===== src/rtl/core/assert_macros.svh =====
`ifndef ASSERT_MACROS_SVH
`define ASSERT_MACROS_SVH

// same-cycle implication, checked out of reset
`define ASSERT_IMPLIES(label, ante, cons, msg) \
    label: assert property (@(posedge clk) disable iff (!rst_n) (ante) |-> (cons)) \
        else $error(msg);

// next-cycle implication, checked out of reset
`define ASSERT_NEXT(label, ante, cons, msg) \
    label: assert property (@(posedge clk) disable iff (!rst_n) (ante) |=> (cons)) \
        else $error(msg);

`endif


===== src/rtl/core/fpr_pkg.sv =====
`default_nettype none

package fpr_pkg;

    typedef enum logic [3:0] {
        PH_SYNC   = 4'd0,
        PH_SIZE   = 4'd1,
        PH_NSIZE  = 4'd2,
        PH_DEST   = 4'd3,
        PH_ORIG   = 4'd4,
        PH_CMD    = 4'd5,
        PH_DATA   = 4'd6,
        PH_CHK_HI = 4'd7,
        PH_CHK_LO = 4'd8
    } phase_t;

    typedef enum logic [1:0] {
        KIND_PAYLOAD = 2'd0,
        KIND_ACCEPT  = 2'd1,
        KIND_FAIL    = 2'd2
    } kind_t;

    typedef enum logic [1:0] {
        REG_LOCAL_ADDRESS = 2'd0,
        REG_SYNC_VALUE    = 2'd1,
        REG_CHECK_WORD    = 2'd2
    } reg_index_t;

    localparam logic [7:0]  LOCAL_ADDRESS_RESET = 8'd0;
    localparam logic [7:0]  SYNC_VALUE_RESET    = 8'd170;
    localparam logic [15:0] CHECK_WORD_RESET    = 16'h1234;

    typedef struct packed {
        logic [7:0]  local_address;
        logic [7:0]  sync_value;
        logic [15:0] check_word;
    } cfg_t;

    typedef struct packed {
        kind_t      kind;
        logic [7:0] payload_byte;
        logic [7:0] payload_index;
        logic [7:0] sender_address;
        logic [7:0] command_code;
        logic [7:0] payload_size;
    } res_t;

    typedef struct packed {
        phase_t phase;
        logic   ignore_frame;
    } parse_status_t;

endpackage

`default_nettype wire


===== src/rtl/core/fpr_cfg_regs.sv =====
`default_nettype none

module fpr_cfg_regs (
    input  wire logic        clk,
    input  wire logic        rst_n,
    input  wire logic        cfg_valid,
    input  wire logic [1:0]  cfg_index,
    input  wire logic [15:0] cfg_data,
    output fpr_pkg::cfg_t    cfg
);
    import fpr_pkg::*;

    cfg_t cfg_reg;

    always_ff @(posedge clk or negedge rst_n)
    begin
        if (!rst_n)
        begin
            cfg_reg.local_address <= LOCAL_ADDRESS_RESET;
            cfg_reg.sync_value    <= SYNC_VALUE_RESET;
            cfg_reg.check_word    <= CHECK_WORD_RESET;
        end
        else if (cfg_valid)
        begin
            unique case (cfg_index)
                REG_LOCAL_ADDRESS: cfg_reg.local_address <= cfg_data[7:0];
                REG_SYNC_VALUE:    cfg_reg.sync_value    <= cfg_data[7:0];
                REG_CHECK_WORD:    cfg_reg.check_word    <= cfg_data;
                default:           ; // no register at this index
            endcase
        end
    end

    assign cfg = cfg_reg;

endmodule

`default_nettype wire


===== src/rtl/core/fpr_parser.sv =====
`default_nettype none

module fpr_parser (
    input  wire logic           clk,
    input  wire logic           rst_n,
    input  wire fpr_pkg::cfg_t  cfg,
    input  wire logic           fire,
    input  wire logic [7:0]     rx_byte,
    output logic                res_valid,
    output fpr_pkg::res_t       res,
    output fpr_pkg::parse_status_t status
);
    import fpr_pkg::*;

    phase_t     phase_reg, phase_next;
    logic [7:0] size_reg, size_next;
    logic [7:0] sender_reg, sender_next;
    logic [7:0] command_reg, command_next;
    logic [7:0] count_reg, count_next;
    logic       ignore_reg, ignore_next;
    logic       chk_hi_reg, chk_hi_next;
    logic [7:0] count_inc;

    assign count_inc = count_reg + 8'd1;

    always_ff @(posedge clk or negedge rst_n)
    begin
        if (!rst_n)
        begin
            phase_reg   <= PH_SYNC;
            size_reg    <= 8'd0;
            sender_reg  <= 8'd0;
            command_reg <= 8'd0;
            count_reg   <= 8'd0;
            ignore_reg  <= 1'b0;
            chk_hi_reg  <= 1'b0;
        end
        else if (fire)
        begin
            phase_reg   <= phase_next;
            size_reg    <= size_next;
            sender_reg  <= sender_next;
            command_reg <= command_next;
            count_reg   <= count_next;
            ignore_reg  <= ignore_next;
            chk_hi_reg  <= chk_hi_next;
        end
    end

    always_comb
    begin
        phase_next   = phase_reg;
        size_next    = size_reg;
        sender_next  = sender_reg;
        command_next = command_reg;
        count_next   = count_reg;
        ignore_next  = ignore_reg;
        chk_hi_next  = chk_hi_reg;
        res_valid    = 1'b0;
        res.kind           = KIND_PAYLOAD;
        res.payload_byte   = 8'd0;
        res.payload_index  = 8'd0;
        res.sender_address = sender_reg;
        res.command_code   = command_reg;
        res.payload_size   = size_reg;

        unique case (phase_reg)
            PH_SYNC:
            begin
                if (rx_byte == cfg.sync_value)
                begin
                    count_next   = 8'd0;
                    chk_hi_next  = 1'b0;
                    ignore_next  = 1'b0;
                    size_next    = 8'd0;
                    sender_next  = 8'd0;
                    command_next = 8'd0;
                    phase_next   = PH_SIZE;
                end
            end
            PH_SIZE:
            begin
                size_next  = rx_byte;
                phase_next = PH_NSIZE;
            end
            PH_NSIZE:
            begin
                if ((8'd0 - size_reg) != rx_byte)
                begin
                    count_next  = 8'd0;
                    chk_hi_next = 1'b0;
                    ignore_next = 1'b1;
                end
                phase_next = PH_DEST;
            end
            PH_DEST:
            begin
                if (!(rx_byte == cfg.local_address && !ignore_reg))
                begin
                    count_next  = 8'd0;
                    chk_hi_next = 1'b0;
                    ignore_next = 1'b1;
                end
                phase_next = PH_ORIG;
            end
            PH_ORIG:
            begin
                if (!ignore_reg)
                    sender_next = rx_byte;
                phase_next = PH_CMD;
            end
            PH_CMD:
            begin
                if (!ignore_reg)
                    command_next = rx_byte;
                phase_next = (size_reg != 8'd0) ? PH_DATA : PH_CHK_HI;
            end
            PH_DATA:
            begin
                if (!ignore_reg)
                begin
                    res_valid         = 1'b1;
                    res.kind          = KIND_PAYLOAD;
                    res.payload_byte  = rx_byte;
                    res.payload_index = count_reg;
                end
                count_next = count_inc;
                if (count_inc == size_reg)
                    phase_next = PH_CHK_HI;
            end
            PH_CHK_HI:
            begin
                if (!ignore_reg)
                    chk_hi_next = (rx_byte == cfg.check_word[15:8]);
                phase_next = PH_CHK_LO;
            end
            PH_CHK_LO:
            begin
                if (!ignore_reg)
                begin
                    res_valid = 1'b1;
                    res.kind  = (chk_hi_reg && rx_byte == cfg.check_word[7:0])
                                ? KIND_ACCEPT : KIND_FAIL;
                end
                count_next  = 8'd0;
                chk_hi_next = 1'b0;
                ignore_next = 1'b1;
                phase_next  = PH_SYNC;
            end
            default:
            begin
                // unused phase code: drop the byte and resync
                count_next  = 8'd0;
                chk_hi_next = 1'b0;
                ignore_next = 1'b1;
                phase_next  = PH_SYNC;
            end
        endcase
    end

    assign status.phase        = phase_reg;
    assign status.ignore_frame = ignore_reg;

endmodule

`default_nettype wire


===== src/rtl/core/fpr_out_buf.sv =====
`default_nettype none

module fpr_out_buf (
    input  wire logic     clk,
    input  wire logic     rst_n,
    input  wire logic     push,
    input  wire fpr_pkg::res_t push_data,
    output logic          full,
    output logic          out_valid,
    input  wire logic     out_stall,
    output fpr_pkg::res_t out_data
);
    import fpr_pkg::*;

    logic out_valid_reg;
    logic skid_valid_reg;
    res_t out_data_reg;
    res_t skid_data_reg;
    logic out_take;

    assign out_take = out_valid_reg && !out_stall;

    always_ff @(posedge clk or negedge rst_n)
    begin
        if (!rst_n)
        begin
            out_valid_reg  <= 1'b0;
            skid_valid_reg <= 1'b0;
        end
        else if (skid_valid_reg)
        begin
            // no push while the skid holds an item
            if (out_take)
                skid_valid_reg <= 1'b0;
        end
        else if (push)
        begin
            if (!out_valid_reg || out_take)
                out_valid_reg <= 1'b1;
            else
                skid_valid_reg <= 1'b1;
        end
        else if (out_take)
        begin
            out_valid_reg <= 1'b0;
        end
    end

    always_ff @(posedge clk)
    begin
        if (skid_valid_reg)
        begin
            if (out_take)
                out_data_reg <= skid_data_reg;
        end
        else if (push)
        begin
            if (!out_valid_reg || out_take)
                out_data_reg <= push_data;
            else
                skid_data_reg <= push_data;
        end
    end

    assign full      = skid_valid_reg;
    assign out_valid = out_valid_reg;
    assign out_data  = out_data_reg;

endmodule

`default_nettype wire


===== src/rtl/core/framed_packet_receiver_top.sv =====
// a result item is registered: the byte that causes it is written into the main output entry,
// or the skid entry while the main one waits; one received byte per cycle while the skid entry
// is free; the two-entry output register (main plus skid) lets bytes flow while a result waits;
// reset: rst_n is asynchronous and active low; phase returns to sync hunt, frame fields clear
// and the registers take their reset values
`default_nettype none

`include "assert_macros.svh"

module framed_packet_receiver_top (
    input  wire logic        clk,
    input  wire logic        rst_n,
    // received byte channel
    input  wire logic        in_valid,
    output logic             in_stall,
    input  wire logic [7:0]  rx_byte,
    // result channel
    output logic             out_valid,
    input  wire logic        out_stall,
    output logic [1:0]       kind,
    output logic [7:0]       payload_byte,
    output logic [7:0]       payload_index,
    output logic [7:0]       sender_address,
    output logic [7:0]       command_code,
    output logic [7:0]       payload_size,
    // register write channel
    input  wire logic        cfg_valid,
    output logic             cfg_ready,
    input  wire logic [1:0]  cfg_index,
    input  wire logic [15:0] cfg_data
);
    import fpr_pkg::*;

    cfg_t          cfg;
    logic          fire;
    logic          res_valid;
    res_t          res;
    parse_status_t status;
    logic          buf_full;
    logic          push;
    res_t          out_data;

    // register writes are always taken; the user must write only while idle, not enforced
    assign cfg_ready = 1'b1;

    fpr_cfg_regs u_cfg_regs (
        .clk       (clk),
        .rst_n     (rst_n),
        .cfg_valid (cfg_valid),
        .cfg_index (cfg_index),
        .cfg_data  (cfg_data),
        .cfg       (cfg)
    );

    // a byte is taken whenever the skid entry is free, so a result always has room
    assign in_stall = buf_full;
    assign fire     = in_valid && !in_stall;
    assign push     = fire && res_valid;

    // frame state machine: one byte per accepted item
    fpr_parser u_parser (
        .clk       (clk),
        .rst_n     (rst_n),
        .cfg       (cfg),
        .fire      (fire),
        .rx_byte   (rx_byte),
        .res_valid (res_valid),
        .res       (res),
        .status    (status)
    );

    // result register with skid entry
    fpr_out_buf u_out_buf (
        .clk       (clk),
        .rst_n     (rst_n),
        .push      (push),
        .push_data (res),
        .full      (buf_full),
        .out_valid (out_valid),
        .out_stall (out_stall),
        .out_data  (out_data)
    );

    assign kind           = out_data.kind;
    assign payload_byte   = out_data.payload_byte;
    assign payload_index  = out_data.payload_index;
    assign sender_address = out_data.sender_address;
    assign command_code   = out_data.command_code;
    assign payload_size   = out_data.payload_size;

    // the skid entry only fills behind a waiting main entry
    `ASSERT_IMPLIES(a_skid_behind_main, in_stall, out_valid, "skid full with empty output")
    // payload items come only from the payload phase of a kept frame
    `ASSERT_IMPLIES(a_payload_from_kept, push && res.kind == KIND_PAYLOAD,
        status.phase == PH_DATA && !status.ignore_frame, "payload item outside kept payload")
    // a verdict ends the frame and sends the block back to sync hunt
    `ASSERT_NEXT(a_verdict_resync, push && res.kind != KIND_PAYLOAD,
        status.phase == PH_SYNC, "no resync after verdict")

endmodule

`default_nettype wire


===== config.mk =====
export PLATFORM = sky130hd
export DESIGN_NAME = framed_packet_receiver_top
export DESIGN_NICKNAME = d
export VERILOG_FILES = /design/src/rtl/core/fpr_pkg.sv /design/src/rtl/core/fpr_cfg_regs.sv /design/src/rtl/core/fpr_parser.sv /design/src/rtl/core/fpr_out_buf.sv /design/src/rtl/core/framed_packet_receiver_top.sv
export VERILOG_INCLUDE_DIRS = /design/src /design/src/rtl/core
export SDC_FILE = /design/constraint.sdc
export NUM_CORES = 1
export LEC_CHECK = 0
export ABC_AREA = 0
export ABC_CLOCK_PERIOD_IN_PS = 13500
export BUFFER_PORTS_ARGS = -buffer_cell sky130_fd_sc_hd__buf_2
export CAP_MARGIN = 20
export CORE_ASPECT_RATIO = 2
export CORE_MARGIN = 2
export CORE_UTILIZATION = 25
export DETAILED_ROUTE_END_ITERATION = 10
export HOLD_SLACK_MARGIN = 0.12
export PLACE_DENSITY = 0.44
export SLEW_MARGIN = 20
export SYNTH_ARGS = -nofsm -noshare
export SYNTH_HDL_FRONTEND = slang
export SYNTH_SLANG_ARGS = --single-unit

===== constraint.sdc =====
create_clock -name clk -period 13.5 [get_ports clk]
set_input_delay 2.025 -clock clk [delete_from_list [all_inputs] [get_ports clk]]
set_output_delay 2.025 -clock clk [all_outputs]
set_load 0.005 [all_outputs]

==> run_results.csv <==
group,metric,value,unit
clock_network,clk_path_buf_depth,2,
sta,hold_viol_final,0,
setup_path,path_buf_inv,1,
setup_path,rrSetupSlack,10.72,ns
route,wl,16.94,mm
sta,period_share,0.2841,
setup_path,worstSetupStartpoint,"rx_byte[6]",
placed_design,dp_hpwl,12.48,mm
sta,setup_viol,0,
global_route,grt_pass1_wl,27.17,mm
yosys,synth_ff_type,"edfxtp_1",
cells_and_area,final_common_cell,"edfxtp_1",
sta,relSlewSlack,0.3400,
clock_network,clock_latency,0.44,ns
clock_network,cts_resized,0,
cells_and_area,syn2layout_area_growth,19.30,%
route,postRouteAntennaNets,0,
floorplanning,die_h,242.1,um
global_route,grt_overflow_total,0,
placed_design,place_ws,9.217,ns
cells_and_area,final_nets,673,
sta,rsz0062_at_grt,"false",
placed_design,portBuffers,74,
route,drc_errors,0,
route,dr.first_iter.drc_count,187,
setup_path,cp_slowest_stage_delay,0.78,ns
route,via_per_inst,4.470,
yosys,synthCells,570,
yosys,ys_ff_latch,156,
placed_design,placed_area,7868,um^2
sta,setup_tns,0,ns
clock_network,ctsHoldBuffers,0,
power_and_ir_drop,p_total,1.605,mW
sta,min_period,3.836,ns
outcome,status,"completed",
yosys,ys_seq_area_frac,0.6118,
job,max_cap_viol_count,0,
sta,clock-skew-final,0.006847,ns
sta,finalMaxSlewViolations,0,
setup_path,rr_startpoint,"u_parser.phase_reg[0]",
setup_path,reg2regPathDepth,6,
floorplanning,row_count,87,
cells_and_area,antennaDiodeCount,0,
setup_path,required,13.80,ns
floorplanning,ios,76,
power_and_ir_drop,p_leak,3.288,nW
floorplanning,start_util,0.2523,
sta,setup_ws,9.664,ns
yosys,async_flop_share,0.4615,
floorplanning,core,28080,um^2
clock_network,cts_inserted_buffers,17,
setup_path,crit_end,"u_parser.command_reg[4]",
floorplanning,design.die.area,29790,um^2
setup_path,crit_path_start_kind,"input pin",
floorplanning,die_x,123.1,um
yosys,ys_warn_count,0,
cells_and_area,final_area,8454,um^2
cells_and_area,final_cell_mix,"edfxtp_1 (84), buf_2 (74), nand2_1 (68), dfrtp_1 (62), mux2_2 (56)",
cells_and_area,final_util,0.3010,
route,vias,4510,
sta,tightestPinTransition,0.9824,ns
clock_network,clkTransAtPathRegs,0.06,ns
yosys,synth-edff-count,84,
setup_path,cp-end-kind,"flip-flop",
global_route,grt_pass1_vias,4763,
setup_path,rr_endpoint,"u_parser.chk_hi_reg",
yosys,netlist_area,7087,um^2
global_route,grt_max_degree,68,
setup_path,cp.depth,7,
placed_design,globalplace.congestion,0.7952,
global_route,grt_usage,0.1217,
clock_network,cts.sinks,156,
sta,timing.fmax,260.7,MHz
route,dr.pass1.iters,4,
clock_network,cts_setup_buffers,0,
clock_network,tritoncts,"built",
yosys,syn_area_per_cell,12.43,um^2
yosys,synth_nets,603,
cells_and_area,drive_gt1_frac,0.2925,
power_and_ir_drop,peakVddDrop,0.1023,mV
setup_path,cp_max_fo,9,
yosys,synth_cell_type_count,52,
setup_path,arrival,4.13,ns
route,avgRoutedWirePerCell,16.79,um
setup_path,worstPathCellList,"buf_2 -> xor2_1 -> nor4_1 -> a41o_1 -> nand2_1 -> or4_1 -> mux2i_1",
clock_network,cts_htree_levels,4,
global_route,antenna_found_initial,0,
setup_path,crit_slowest_cell,"or4_1",
hold_path,hold_path.class,"flip-flop to flip-flop",
power_and_ir_drop,powerDensity,189.9,nW/um^2
setup_path,critPathTopFamily,"simple AND/OR/NAND/NOR gates",
clock_network,clock-root-buffer,"clkbuf_16",
setup_path,worstSetupPathType,"input pin to flip-flop",
==> power by group <==
part | internal (mW) | switching, mW | total, mW
Combinational | 0.180 | 0.241 | 0.421
Sequential | 0.619 | 0.0856 | 0.705
Clock | 0.275 | 0.205 | 0.480
==> metal layers <==
| metal | track usage | part of all wire | vias to the layer above |
|---|---|---|---|
| met5 | 0 | 0 | - |
| met4 | 0.06618 | 0.038 | 0 |
| met3 | 0.02637 | 0.032 | 38 |
| met2 | 0.2203 | 0.56 | 104 |
| met1 | 0.1268 | 0.37 | 2204 |
| li1 | - | - | 2164 |
==> synth_stat cells, drive strengths merged, types with 4 or more instances <==
cell,count,share of area
a21oi,10,0.0071
a31oi,9,0.0079
and2,16,0.014
buf,6,0.0037
clkbuf,24,0.013
dfrtp,63,0.22
dfstp,9,0.033
edfxtp,84,0.36
inv,19,0.010
mux2,57,0.091
mux2i,20,0.028
nand2,68,0.036
nand2b,6,0.0053
nand3,11,0.0078
nand4,6,0.0053
nor2,23,0.012
nor2b,7,0.0062
nor3,8,0.0071
nor3b,4,0.0042
nor4,6,0.0062
o21ai,31,0.022
o31ai,6,0.0064
xnor2,23,0.028
xor2,25,0.031
==> how the worst min path moves through the flow <==
stage | startpoint | slack [ns] | depth (start not counted) | to
floorplan | u_parser.size_reg[0] | 0.42 | 0 | u_out_buf.skid_data_reg[0]
CTS | u_parser.command_reg[0] | 0.45 | 0 | u_out_buf.skid_data_reg[8]
global route | u_parser.command_reg[1] | 0.46 | 0 | u_out_buf.skid_data_reg[9]
detailed placement | u_parser.command_reg[0] | 0.43 | 0 | u_out_buf.skid_data_reg[8]
finish | u_parser.command_reg[0] | 0.45 | 0 | u_out_buf.skid_data_reg[8]
global placement | u_parser.command_reg[1] | 0.43 | 0 | u_out_buf.skid_data_reg[9]
==> cell type report <==
class | count | area [um^2]
fillers | 2936 | 19630
flip-flops and latches | 156 | 4337
multi-input cells | 365 | 2591
well taps | 356 | 445.4
clock buffers | 17 | 425.4
repair buffers | 81 | 422.9
clock inverters | 15 | 161.4
inverters | 19 | 71.32
==> stage by stage <==
stage	std cells	hold slack, ns
3_3_place_gp	977	0.4300
6_report	1009	0.4477
2_1_floorplan	570	0.4231
3_5_place_dp	977	0.4341
4_1_cts	1009	0.4496
5_1_grt	1009	0.4598
==> logic make-up after synthesis <==
| logic type | after synthesis | share of synthesized area |
|---|---|---|
| DFF | 156 | 0.6118 |
| buffers and inverters | 49 | 0.02648 |
| xor gates and xnor gates | 48 | 0.05932 |
| AOI/OAI and AO/OA | 68 | 0.05862 |
| and+or+nand+nor | 169 | 0.1204 |
| other | 1 | 0.0005292 |
| adders and majority gates | 2 | 0.003531 |
| muxes | 77 | 0.1193 |
Note: power is estimated with default switching activity, not from simulation.
